File: config.mk
export PLATFORM = sky130hd
export DESIGN_NAME = motor_feedback_frame_decoder
export DESIGN_NICKNAME = d
export VERILOG_FILES = /design/src/mffd_pkg.sv /design/src/motor_feedback_frame_decoder.sv /design/src/mffd_cfg.sv /design/src/mffd_core.sv
export SDC_FILE = /design/constraint.sdc
export NUM_CORES = 1
export LEC_CHECK = 0
export ABC_AREA = 1
export BUFFER_PORTS_ARGS = -buffer_cell sky130_fd_sc_hd__buf_2
export CAP_MARGIN = 10
export CORE_AREA = 2 2 192 194
export DETAILED_ROUTE_END_ITERATION = 7
export DIE_AREA = 0 0 194 196
export PLACE_DENSITY_LB_ADDON = 0.3
export RECOVER_POWER = 100
export SETUP_SLACK_MARGIN = 0.4
export SLEW_MARGIN = 15
export SYNTH_ARGS = -nofsm -noshare
export SYNTH_HDL_FRONTEND = slang
export SYNTH_HIERARCHICAL = 1
export SYNTH_SLANG_ARGS = --single-unit
File: constraint.sdc
create_clock -name clk_i -period 9.5 [get_ports clk_i]
set_input_delay 2.375 -clock clk_i [delete_from_list [all_inputs] [get_ports clk_i]]
set_output_delay 2.375 -clock clk_i [all_outputs]
set_load 0.01 [all_outputs]
File: src/mffd_pkg.sv
package mffd_pkg;

  localparam int unsigned FullLen = 8;
  localparam int unsigned CfgIdxW = 2;
  localparam int unsigned CfgDataW = 32;

  typedef enum logic [CfgIdxW-1:0] {
    CfgFrameId  = 2'd0,
    CfgNodeId   = 2'd1,
    CfgLimit    = 2'd2,
    CfgReserved = 2'd3
  } cfg_idx_e;

  typedef enum logic {
    KindFrame = 1'b0,
    KindTick  = 1'b1
  } kind_e;

  typedef struct packed {
    logic [10:0] frame_id;
    logic [3:0]  node_id;
    logic [31:0] limit_ms;
  } cfg_t;

  typedef struct packed {
    logic        kind;
    logic        is_extended;
    logic [28:0] frame_id;
    logic [3:0]  data_length;
    logic [63:0] payload;
    logic [31:0] now_ms;
  } item_t;

  typedef struct packed {
    logic               accepted;
    logic               went_offline;
    logic               online;
    logic [3:0]         reported_id;
    logic [3:0]         fault_code;
    logic signed [15:0] position_raw;
    logic signed [31:0] position_total;
    logic signed [11:0] speed_raw;
    logic signed [11:0] torque_val;
    logic [7:0]         driver_temp;
    logic [7:0]         rotor_temp;
  } result_t;

endpackage

File: src/motor_feedback_frame_decoder.sv
// Channel   Handshake                  Payload
// cfg       cfg_valid_i / cfg_ready_o  cfg_index_i, cfg_data_i
// in        in_valid_i / in_ready_o    kind_i .. now_ms_i
// out       out_valid_o / out_ready_i  accepted_o .. rotor_temp_o
//
// One beat in per cycle while the output is not stalled; an accepted input beat is held in the input register
// until the result register can take it. The decode and state update sit between the two registers.
// Reset empties both stages, clears the decoder state and returns the configuration to its defaults.
// A stalled output holds its beat; the input register takes one more beat, then in_ready_o drops.
module motor_feedback_frame_decoder (
  input  logic                          clk_i,
  input  logic                          rst_ni,
  input  logic                          cfg_valid_i,
  output logic                          cfg_ready_o,
  input  logic [mffd_pkg::CfgIdxW-1:0]  cfg_index_i,
  input  logic [mffd_pkg::CfgDataW-1:0] cfg_data_i,
  input  logic                          in_valid_i,
  output logic                          in_ready_o,
  input  logic                          kind_i,
  input  logic                          is_extended_i,
  input  logic [28:0]                   frame_id_i,
  input  logic [3:0]                    data_length_i,
  input  logic [63:0]                   payload_i,
  input  logic [31:0]                   now_ms_i,
  output logic                          out_valid_o,
  input  logic                          out_ready_i,
  output logic                          accepted_o,
  output logic                          went_offline_o,
  output logic                          online_o,
  output logic [3:0]                    reported_id_o,
  output logic [3:0]                    fault_code_o,
  output logic signed [15:0]            position_raw_o,
  output logic signed [31:0]            position_total_o,
  output logic signed [11:0]            speed_raw_o,
  output logic signed [11:0]            torque_val_o,
  output logic [7:0]                    driver_temp_o,
  output logic [7:0]                    rotor_temp_o
);

  mffd_pkg::cfg_t    cfg;
  mffd_pkg::item_t   item_q;
  mffd_pkg::result_t res_d, res_q;
  logic              in_valid_q, out_valid_q, fire;

  assign cfg_ready_o = 1'b1;

  mffd_cfg u_cfg (
    .clk_i       (clk_i),
    .rst_ni      (rst_ni),
    .cfg_valid_i (cfg_valid_i),
    .cfg_index_i (cfg_index_i),
    .cfg_data_i  (cfg_data_i),
    .cfg_o       (cfg)
  );

  assign fire       = in_valid_q && (!out_valid_q || out_ready_i);
  assign in_ready_o = !in_valid_q || fire;

  always_ff @(posedge clk_i or negedge rst_ni) begin
    if (!rst_ni) begin
      in_valid_q <= 1'b0;
    end else if (in_ready_o) begin
      in_valid_q <= in_valid_i;
    end
  end

  always_ff @(posedge clk_i) begin
    if (in_ready_o && in_valid_i) begin
      item_q <= '{kind: kind_i, is_extended: is_extended_i, frame_id: frame_id_i,
                  data_length: data_length_i, payload: payload_i, now_ms: now_ms_i};
    end
  end

  mffd_core u_core (
    .clk_i  (clk_i),
    .rst_ni (rst_ni),
    .fire_i (fire),
    .item_i (item_q),
    .cfg_i  (cfg),
    .res_o  (res_d)
  );

  always_ff @(posedge clk_i or negedge rst_ni) begin
    if (!rst_ni) begin
      out_valid_q <= 1'b0;
    end else if (fire) begin
      out_valid_q <= 1'b1;
    end else if (out_ready_i) begin
      out_valid_q <= 1'b0;
    end
  end

  always_ff @(posedge clk_i) begin
    if (fire) begin
      res_q <= res_d;
    end
  end

  assign out_valid_o      = out_valid_q;
  assign accepted_o       = res_q.accepted;
  assign went_offline_o   = res_q.went_offline;
  assign online_o         = res_q.online;
  assign reported_id_o    = res_q.reported_id;
  assign fault_code_o     = res_q.fault_code;
  assign position_raw_o   = res_q.position_raw;
  assign position_total_o = res_q.position_total;
  assign speed_raw_o      = res_q.speed_raw;
  assign torque_val_o     = res_q.torque_val;
  assign driver_temp_o    = res_q.driver_temp;
  assign rotor_temp_o     = res_q.rotor_temp;

endmodule

File: src/mffd_cfg.sv
module mffd_cfg (
  input  logic                                  clk_i,
  input  logic                                  rst_ni,
  input  logic                                  cfg_valid_i,
  input  logic [mffd_pkg::CfgIdxW-1:0]          cfg_index_i,
  input  logic [mffd_pkg::CfgDataW-1:0]         cfg_data_i,
  output mffd_pkg::cfg_t                        cfg_o
);

  mffd_pkg::cfg_t cfg_q, cfg_d;

  always_comb begin
    cfg_d = cfg_q;
    if (cfg_valid_i) begin
      unique case (mffd_pkg::cfg_idx_e'(cfg_index_i))
        mffd_pkg::CfgFrameId: cfg_d.frame_id = cfg_data_i[10:0];
        mffd_pkg::CfgNodeId:  cfg_d.node_id  = cfg_data_i[3:0];
        mffd_pkg::CfgLimit:   cfg_d.limit_ms = cfg_data_i;
        default: ;
      endcase
    end
  end

  always_ff @(posedge clk_i or negedge rst_ni) begin
    if (!rst_ni) begin
      cfg_q.frame_id <= 11'd0;
      cfg_q.node_id  <= 4'd1;
      cfg_q.limit_ms <= 32'd100;
    end else begin
      cfg_q <= cfg_d;
    end
  end

  assign cfg_o = cfg_q;

endmodule

File: src/mffd_core.sv
module mffd_core (
  input  logic              clk_i,
  input  logic              rst_ni,
  input  logic              fire_i,
  input  mffd_pkg::item_t   item_i,
  input  mffd_pkg::cfg_t    cfg_i,
  output mffd_pkg::result_t res_o
);

  logic        online_q, online_d;
  logic [31:0] last_rx_q, last_rx_d;
  logic [15:0] last_pos_q, last_pos_d;
  logic [31:0] total_q, total_d;
  logic [7:0]  id_err_q, id_err_d;
  logic [11:0] speed_q, speed_d;
  logic [11:0] torque_q, torque_d;
  logic [15:0] temps_q, temps_d;

  logic [7:0]  b0, b4;
  logic [15:0] pos, diff;
  logic [31:0] elapsed;
  logic        match, timeout;

  always_comb begin
    b0      = item_i.payload[7:0];
    b4      = item_i.payload[39:32];
    pos     = {item_i.payload[15:8], item_i.payload[23:16]};
    diff    = pos - last_pos_q;
    elapsed = item_i.now_ms - last_rx_q;
    match   = (mffd_pkg::kind_e'(item_i.kind) == mffd_pkg::KindFrame)
            && !item_i.is_extended
            && (item_i.data_length >= 4'(mffd_pkg::FullLen))
            && (item_i.frame_id == {18'd0, cfg_i.frame_id})
            && (b0[3:0] == cfg_i.node_id);
    timeout = (mffd_pkg::kind_e'(item_i.kind) == mffd_pkg::KindTick)
            && online_q && (elapsed > cfg_i.limit_ms);

    online_d   = online_q;
    last_rx_d  = last_rx_q;
    last_pos_d = last_pos_q;
    total_d    = total_q;
    id_err_d   = id_err_q;
    speed_d    = speed_q;
    torque_d   = torque_q;
    temps_d    = temps_q;
    if (match) begin
      total_d    = online_q ? total_q + {{16{diff[15]}}, diff} : {{16{pos[15]}}, pos};
      last_pos_d = pos;
      id_err_d   = b0;
      speed_d    = {item_i.payload[31:24], b4[7:4]};
      torque_d   = {b4[3:0], item_i.payload[47:40]};
      temps_d    = item_i.payload[63:48];
      last_rx_d  = item_i.now_ms;
      online_d   = 1'b1;
    end else if (timeout) begin
      online_d   = 1'b0;
    end

    res_o.accepted       = match;
    res_o.went_offline   = timeout;
    res_o.online         = online_d;
    res_o.reported_id    = id_err_d[3:0];
    res_o.fault_code     = id_err_d[7:4];
    res_o.position_raw   = last_pos_d;
    res_o.position_total = total_d;
    res_o.speed_raw      = speed_d;
    res_o.torque_val     = torque_d;
    res_o.driver_temp    = temps_d[7:0];
    res_o.rotor_temp     = temps_d[15:8];
  end

  always_ff @(posedge clk_i or negedge rst_ni) begin
    if (!rst_ni) begin
      online_q   <= 1'b0;
      last_rx_q  <= '0;
      last_pos_q <= '0;
      total_q    <= '0;
      id_err_q   <= '0;
      speed_q    <= '0;
      torque_q   <= '0;
      temps_q    <= '0;
    end else if (fire_i) begin
      online_q   <= online_d;
      last_rx_q  <= last_rx_d;
      last_pos_q <= last_pos_d;
      total_q    <= total_d;
      id_err_q   <= id_err_d;
      speed_q    <= speed_d;
      torque_q   <= torque_d;
      temps_q    <= temps_d;
    end
  end

endmodule

======== Yosys cells after proc, flatten, opt, wreduce, memory -nomap -nowiden ========
Cells that the tools add are included.
cells by class
  reduce and logical (&&, ||, !) cells .... 19
  bitwise gates (word level) .............. 1
  $add $sub $neg .......................... 3
  multiplexer cells ....................... 11
  magnitude comparators ................... 2
  equality and inequality tests ........... 4
operators by type and width
  cell                  count
  $mux W32              2
  $add A32 B32 Y32      1
  $gt A32 B32 Y1        1
  $mux W16              2
  $sub A32 B32 Y32      1
  $eq A29 B11 Y1        1
  $mux W12              2
  $sub A16 B16 Y16      1
  $logic_and A1 B1 Y1   8
  $mux W8               1
  $reduce_and A2 Y1     4
  $eq A4 B4 Y1          1
  $ge A4 B4 Y1 const B  1
  $mux W1               4
  $logic_not A1 Y1      3
  $eq A2 B1 Y1 const B  1
  $eq A2 B2 Y1 const B  1
  $logic_not A2 Y1      1
  $logic_or A1 B1 Y1    2
  $reduce_bool A2 Y1    1
  $not A1 Y1            1
word-level totals
  bits of input ports ..................... 170
  word-level logic and storage cells ...... 70
  register bits ........................... 408
  output and inout port bits .............. 102

======== Logic depth before layout (Yosys ltp) ========
Gate-level depths: netlist of the first run.
  word-level depth ........................ 6
  gate-level depth with buffers ........... 27
  mapped depth without buffers ............ 27

======== Modules after synthesis ========
Netlist of the first run, hierarchy kept.
by module, submodules not included
  module                        times used  area an instance (um^2)  cells an instance  seq. area each (um^2)
  mffd_core                     1           11936.4                  1833               3228.1
  motor_feedback_frame_decoder  1           7013.0                   244                6956.7
  mffd_cfg                      1           1935.6                   211                1181.1

======== Worst setup path after synthesis of the first run ========
Ideal clock, no wire load.
  path kind ............................... in2reg
  start ................................... input port out_ready_i
  end ..................................... register u_core.total_q[5]
  cell stages on the path ................. 9
  buffers on the path ..................... 2
  path slack .............................. -0.735 ns
  arrival ................................. 10.084 ns
  data required time ...................... 9.349 ns
  setup time .............................. 0.151 ns
  path through ............................ inv_2 a21oi_1 clkinv_1 nor2_4 inv_2 buf_6 buf_6 nand2_1 o21ai_0
between the ends
  longest elaborated chain between the ends .. 2
ends and longest elaborated chain
  what                  line                                source
  start, declared       motor_feedback_frame_decoder.sv:26  input logic out_ready_i,
  $logic_or A1 B1 Y1    motor_feedback_frame_decoder.sv:56  assign fire = in_valid_q && (!out_valid_q || out_ready_i);
  $logic_and A1 B1 Y1   motor_feedback_frame_decoder.sv:56
  net fire              motor_feedback_frame_decoder.sv:43  logic in_valid_q, out_valid_q, fire;
  end signal, assigned  mffd_core.sv:86                     total_q <= total_d;
  end, declared         mffd_core.sv:13                     logic [31:0] total_q, total_d;
The timed path passes the listed nets, and every way through them passes these cells.
A chain may end at the register's enable or synchronous reset.

======== Worst setup path in the final report of the first run ========
  start ................................... input port out_ready_i
  end ..................................... register u_core.temps_q[1]
between the ends
  longest elaborated chain between the ends .. 2
ends and longest elaborated chain
  what                  line                                source
  $logic_or A1 B1 Y1    motor_feedback_frame_decoder.sv:56
  $logic_and A1 B1 Y1   motor_feedback_frame_decoder.sv:56
  net fire              motor_feedback_frame_decoder.sv:43
  end signal, assigned  mffd_core.sv:90                     temps_q <= temps_d;
  end, declared         mffd_core.sv:17                     logic [15:0] temps_q, temps_d;
The timed path passes the listed nets, and every way through them passes these cells.

==> results of run 1 <==
-- area by class of cell --
cell class,instances,area [um2],area share
Multi-Input combinational cell,1502,7983,0.3361
Inverter,306,1151,0.04847
Clock inverter,22,277.8,0.01170
Clock buffer,59,1199,0.05047
Timing Repair Buffer,276,1267,0.05337
Antenna cell,4,10.01,0.0004215
Tap cell,468,585.6,0.02466
Sequential cell,405,11280,0.4748
-- worst min-delay path, cell delays in order (launching register included) --
cell and delay [ns]:
dfrtp_1 0.34, nand2_1 0.05, nand2_1 0.05
-- final timing paths --
kind                                                      end                        from  slack, ns
worst max-delay path            u_core/temps_q[1]$_DFFE_PN0P_                 out_ready_i       2.54
worst min-delay path               u_cfg/cfg_o[3]$_DFFE_PN0P_  u_cfg/cfg_o[3]$_DFFE_PN0P_       0.47
worst max register to register  u_core/temps_q[1]$_DFFE_PN0P_       item_q[130]$_DFFE_PP_       3.30
worst min register to register     u_cfg/cfg_o[3]$_DFFE_PN0P_  u_cfg/cfg_o[3]$_DFFE_PN0P_       0.47
max in group asynchronous         u_cfg/cfg_o[26]$_DFFE_PN0P_                      rst_ni       5.85
min in group asynchronous       u_core/temps_q[6]$_DFFE_PN0P_                      rst_ni       1.93
-- placed cells by master, fill, tap and decap left out, types with 56 or more instances in the layout --
cell,count
nand4_1,56
buf_2,153
o21ai_0,223
clkbuf_1,128
a21oi_1,105
nand2_1,619
ha_1,109
dfrtp_1,174
nor2_1,112
inv_1,301
edfxtp_1,227
nand3_1,100
-- layer usage --
layer / vias up / global-route usage / wire length (um)
li1: 8108 / - / -
met1: 7749 / 0.3308 / 20790
met2: 523 / 0.4487 / 24480
met3: 111 / 0.04452 / 2999
met4: 4 / 0.1044 / 1691
met5: - / 0 / 23
-- flip-flops by register name (all words and copies together) (netlist names), 16 cells and up --
name               flops
item_q               128
u_core/last_pos_q     16
u_core/total_q        32
position_total_o      32
position_raw_o        16
u_core/temps_q        16
u_core/last_rx_q      32
u_cfg/cfg_o           47
-- power by group --
| group | switching, mW | leakage, nW | internal [mW] |
|---|---|---|---|
| logic | 0.433 | 6.15 | 0.223 |
| clock network | 0.709 | 0.702 | 1.03 |
| registers | 0.0418 | 3.94 | 1.96 |
| total | 1.18 | 10.8 | 3.21 |
-- metrics by stage --
step	util	area (um2)	setup slack [ns]
3_3_place_gp	0.6226	22470	3.784
3_5_place_dp	0.6226	22470	3.663
4_1_cts	0.6636	23940	4.216
6_report	0.6581	23750	2.540
2_1_floorplan	-	20800	1.988
5_1_grt	0.6581	23750	1.996
==> results by group, run 1 <==
Outcome
  – Run status: complete, but fails checks
  – Violations in the final reports: max-capacitance violations, max-slew violations

Setup path
  – Crit Path Max Fanout: 121
  – Cell-by-cell trace of the critical path: buf_2, inv_1, a21oi_1, buf_12, clkinv_1, nor2_1, clkinvlp_2, buf_4, o21ai_0
  – Critical path endpoint category: flop
  – Required @ worst endpoint: 9.96 ns
  – Critical path depth: 9
  – Highest cell delay on the worst timing path: 1.94 ns
  – Category of the most critical setup path: in2reg
  – Number of cells on the worst reg-to-reg path: 8
  – Total buffers and inverters traversed by the critical path: 6
  – Kind of cell adding the most delay to the critical path: buffers and inverters
  – Worst endpoint data arrival time: 7.42 ns
  – Worst path slowest cell: clkinvlp_2
  – Launching element type of the critical path: input pin

Clock tree
  – CTS Root Cell: clkbuf_16
  – Cts hold-fix bufs: 0
  – Clk_lat worst skew: 0.59 ns
  – Number of cells upsized or downsized after cts: 0
  – Post-CTS repair timing setup buffer count: 0
  – Reg clk slew, reported paths: 0.06 ns
  – Number of buffers created by CTS: 44
  – Max clock buf depth: 3
  – H-tree Lvls: 2
  – Clock tree from TritonCTS: done
  – Number of sinks driven by the clock tree: 405

Floorplanning
  – Std-Cell Rows: 70
  – Count of pins on the block boundary: 272
  – Die area: 38020 um2
  – Die W: 194 um
  – Vertical extent of the die: 196 um
  – Area of the placeable core: 36080 um2
  – Initial standard-cell utilization of the core: 0.5763

Timing
  – Setup repair after global routing missed its margin: false
  – Post-route fraction of the period consumed by the critical path: 0.7326
  – Max Fclk: 0.1437 GHz
  – Relative slew slack: -2.128
  – Final Skew: 0.02271 ns
  – Worst Hold Margin: 0.4697 ns
  – Post-layout minimum cycle time: 6.960 ns
  – Final total negative setup slack: 0 ns
  – Final count of hold timing violations: 0
  – Final Setup Violations: 0
  – Worst Max-Slew Pin Slew: 4.692 ns
  – Total count of max-transition violations in the final report: 439

Yosys
  – Mapped Cells: 2285
  – Mapped Avg Cell Area: 9.101 um2
  – Synth warnings: 6
  – Synthesized Nets: 2567
  – Mapped Area: 20790 um2

Route
  – Routed wire length: 49.99 mm
  – Wirelength per Cell: 16.43 um
  – Number of DRC markers after the initial detailed-route iteration: 1277
  – DRT Pass-1 Iters: 7
  – Via density: 5.422
  – DR vias: 16500
  – Antenna Violating Nets Remaining: 0
  – DRC viols: 0

Finish
  – Number of fill cells in the layout: 2984
  – Area grow syn2layout: 14.21%
  – Ratio of cells with drive above 1 in the final layout: 0.09650
  – Nets: 2817
  – Count of non-filler cells in the finished layout: 3042

Global routing
  – First-pass GRT wire length: 80.14 mm
  – Number of antenna violations at the first check in global routing: 6
  – Overall overflow remaining after global route: 0
  – Number of global-route vias before repair: 16080
  – Largest net degree at the start of global routing: 124
  – Global router's overall resource usage: 0.2611

Power and ir drop
  – Maximum vdd ir drop: 0.1844 mV
  – Post-layout power: 4.391 mW
  – Leakage dissipation: 10.79 nW
  – Power per Cell Area: 184.9 nW/um2

Worst hold path
  – Path class of the lowest-slack min-delay path: reg2reg
  – Hold path cells: 2

Placement
  – I/O Buffers: 267
  – RePlAce Congestion: 0.9522
  – Number of cells in the design after placement: 2956
  – Detailed placer's ending HPWL: 35.06 mm

Flow run
  – Max_cap viols: 7
No activity file was read; power rests on OpenSTA's default activity.
==> run 2: changes to the inputs <==
==> constraint.sdc (replaced) <==
create_clock -name clk_i -period 6.5 [get_ports clk_i]
set_input_delay 1.625 -clock clk_i [delete_from_list [all_inputs] [get_ports clk_i]]
set_output_delay 1.625 -clock clk_i [all_outputs]
set_load 0.01 [all_outputs]
==> results by group, run 2 (same netlist as run 1, synthesis figures left out) <==
Setup path
  – Required @ worst endpoint: 6.84 ns (was 9.96 ns)
  – CP most frequent cell: nand3_1
  – Category of the most critical setup path: reg2reg (was in2reg)
  – Total buffers and inverters traversed by the critical path: 1 (was 6)
  – Cell-by-cell trace of the critical path: nor3_1, nand3_1, nor4_1, nand3_1, clkbuf_2, o21ai_0 (was buf_2, inv_1, a21oi_1, buf_12, clkinv_1, nor2_1, clkinvlp_2, buf_4, o21ai_0)
  – Launching element type of the critical path: flop (was input pin)
  – Kind of cell adding the most delay to the critical path: simple AND/OR/NAND/NOR gates (was buffers and inverters)
  – R2R Path Start: item_q[130]$_DFFE_PP_ (unchanged)
  – Highest cell delay on the worst timing path: 1.21 ns (was 1.94 ns)
  – Source of the critical timing path: item_q[130]$_DFFE_PP_ (was out_ready_i)
  – Worst endpoint data arrival time: 5.00 ns (was 7.42 ns)
  – Crit Path Max Fanout: 98 (was 121)
  – Worst path slowest cell: clkbuf_2 (was clkinvlp_2)
  – Critical path endpoint category: flop (unchanged)

Clock tree
  – Number of cells upsized or downsized after cts: 0 (unchanged)
  – Cts hold-fix bufs: 0 (unchanged)
  – Post-CTS repair timing setup buffer count: 0 (unchanged)
  – Clk_lat worst skew: 0.58 ns (was 0.59 ns)
  – H-tree Lvls: 2 (unchanged)
  – CTS Root Cell: clkbuf_16 (unchanged)
  – Reg clk slew, reported paths: 0.06 ns (about the same)
  – Max clock buf depth: 3 (unchanged)
  – Number of buffers created by CTS: 42 (was 44)
  – Number of sinks driven by the clock tree: 405 (unchanged)
  – Clock tree from TritonCTS: done (unchanged)

Global routing
  – Number of global-route vias before repair: 16140 (was 16080)
  – Number of antenna violations at the first check in global routing: 3 (was 6)
  – First-pass GRT wire length: 80.50 mm (was 80.14 mm)
  – Global router's overall resource usage: 0.2638 (was 0.2611)
  – Overall overflow remaining after global route: 0 (unchanged)
  – Largest net degree at the start of global routing: 113 (was 124)

Power and ir drop
  – Power per Cell Area: 265.1 nW/um2 (was 184.9 nW/um2)
  – Maximum vdd ir drop: 0.2953 mV (was 0.1844 mV)
  – Post-layout power: 6.274 mW (was 4.391 mW)
  – Leakage dissipation: 10.76 nW (was 10.79 nW)

Floorplanning
  – Initial standard-cell utilization of the core: 0.5763 (unchanged)
  – Die area: 38020 um2 (unchanged)
  – Vertical extent of the die: 196 um (unchanged)
  – Count of pins on the block boundary: 272 (unchanged)
  – Die W: 194 um (unchanged)
  – Area of the placeable core: 36080 um2 (unchanged)
  – Std-Cell Rows: 70 (unchanged)

Timing
  – Final Skew: 0.01863 ns (was 0.02271 ns)
  – Final count of hold timing violations: 0 (unchanged)
  – Setup repair after global routing missed its margin: false (unchanged)
  – Final Setup Violations: 0 (unchanged)
  – Final total negative setup slack: 0 ns (unchanged)
  – Final worst setup slack: 1.840 ns (was 2.540 ns)
  – Relative slew slack: -0.9225 (was -2.128)
  – Max Fclk: 0.2146 GHz
  – Total count of max-transition violations in the final report: 423 (was 439)
  – Worst Max-Slew Pin Slew: 2.884 ns (was 4.692 ns)
  – Post-route fraction of the period consumed by the critical path: 0.7169
  – Post-layout minimum cycle time: 4.660 ns

Finish
  – Number of flip-flops under the largest register name: 128 (unchanged)
  – Area grow syn2layout: 13.83% (was 14.21%)
  – Nets: 2817 (unchanged)
  – Final Util: 0.6560 (was 0.6581)
  – Commonest cells after routing, fill and taps aside: nand2_1 (619), inv_1 (301), edfxtp_1 (227) (unchanged)
  – Largest register by flop count: item_q (unchanged)
  – Most frequent standard cell in the layout excluding fill and tap cells: nand2_1 (unchanged)
  – Ratio of cells with drive above 1 in the final layout: 0.09576 (was 0.09650)

Route
  – DRC viols: 9 (was 0)
  – Wirelength per Cell: 16.57 um (was 16.43 um)
  – DRT Pass-1 Iters: 8 (was 7)
  – Routed wire length: 50.37 mm (was 49.99 mm)
  – Antenna Violating Nets Remaining: 0 (unchanged)
  – Via density: 5.425 (was 5.422)
  – Number of DRC markers after the initial detailed-route iteration: 1213 (was 1277)
  – DR vias: 16490 (was 16500)

Placement
  – Detailed placer's ending HPWL: 35.35 mm (was 35.06 mm)
  – I/O Buffers: 267 (unchanged)
  – Worst slack at placement: 2.346 ns (was 3.663 ns)
  – RePlAce Congestion: 0.9380 (was 0.9522)

Outcome
  – Run status: complete, but fails checks (unchanged)
  – Violations in the final reports: design-rule violations, max-capacitance violations, max-slew violations (was max-capacitance violations, max-slew violations)

Flow run
  – Max_cap viols: 9 (was 7)

Worst hold path
  – Path class of the lowest-slack min-delay path: reg2reg (unchanged)
  – Beginning of the worst hold path: u_cfg/cfg_o[5]$_DFFE_PN1P_ (was u_cfg/cfg_o[3]$_DFFE_PN0P_)
## run 2: changes by cell type in the layout (fill, tap and decap cells not counted), sizes merged
cell,change
clkbuf,+4
clkinvlp,-2
inv,+2
bufinv,-3
buf,-1
diode,-2
clkinv,-1
## run 2: stage by stage
| step | instances | hold WS, ns | area, um2 |
|---|---|---|---|
| floorplan | 2285 | 0.4419 | 20810 |
| global placement | 2958 | 0.4548 | 22470 |
| detailed placement | 2958 | 0.4549 | 22470 |
| CTS | 3036 | 0.4644 | 23860 |
| global route | 3038 | 0.4775 | 23670 |
| finish | 3039 | 0.4631 | 23670 |
## run 2: final cells by class
class                      count  area, um2
clock buffer                  60       1190
inverter                     306       1155
sequential                   405      11280
tap                          468      585.6
timing repair buffer         278       1274
antenna                        2      5.005
multi-input combinational   1502       7990
clock inverter                18      195.2
fill                        2995      12410
## run 2: final timing paths
path	cells after the start	endpoint	slack [ns]
worst max-delay path	6	position_total_o[3]$_DFFE_PP_	1.84
worst max register to register	6	position_total_o[3]$_DFFE_PP_	1.84
worst min register to register	2	u_cfg/cfg_o[5]$_DFFE_PN1P_	0.46
min in group asynchronous	1	u_core/temps_q[12]$_DFFE_PN0P_	1.08
worst min-delay path	2	u_cfg/cfg_o[5]$_DFFE_PN1P_	0.46
max in group asynchronous	2	u_core/last_rx_q[12]$_DFFE_PN0P_	2.16
## run 2: tightest hold or removal path, delay by kind of cell (launching register included)
kind	cells	cell delay [ns]
DFF	1	0.37
and+or+nand+nor	2	0.09
## run 2: per-layer routing
layer / GRT usage / vias up / share of wire
met5: 0 / - / 0.00026
li1: - / 8112 / -
met4: 0.1055 / 2 / 0.032
met2: 0.4570 / 522 / 0.50
met1: 0.3340 / 7737 / 0.42
met3: 0.04109 / 114 / 0.054
## run 2: power breakdown
part / switching [mW] / internal (mW) / total [mW]
clock network: 1.03 / 1.37 / 2.40
logic: 0.636 / 0.325 / 0.961
registers: 0.0622 / 2.86 / 2.92
total: 1.72 / 4.55 / 6.27
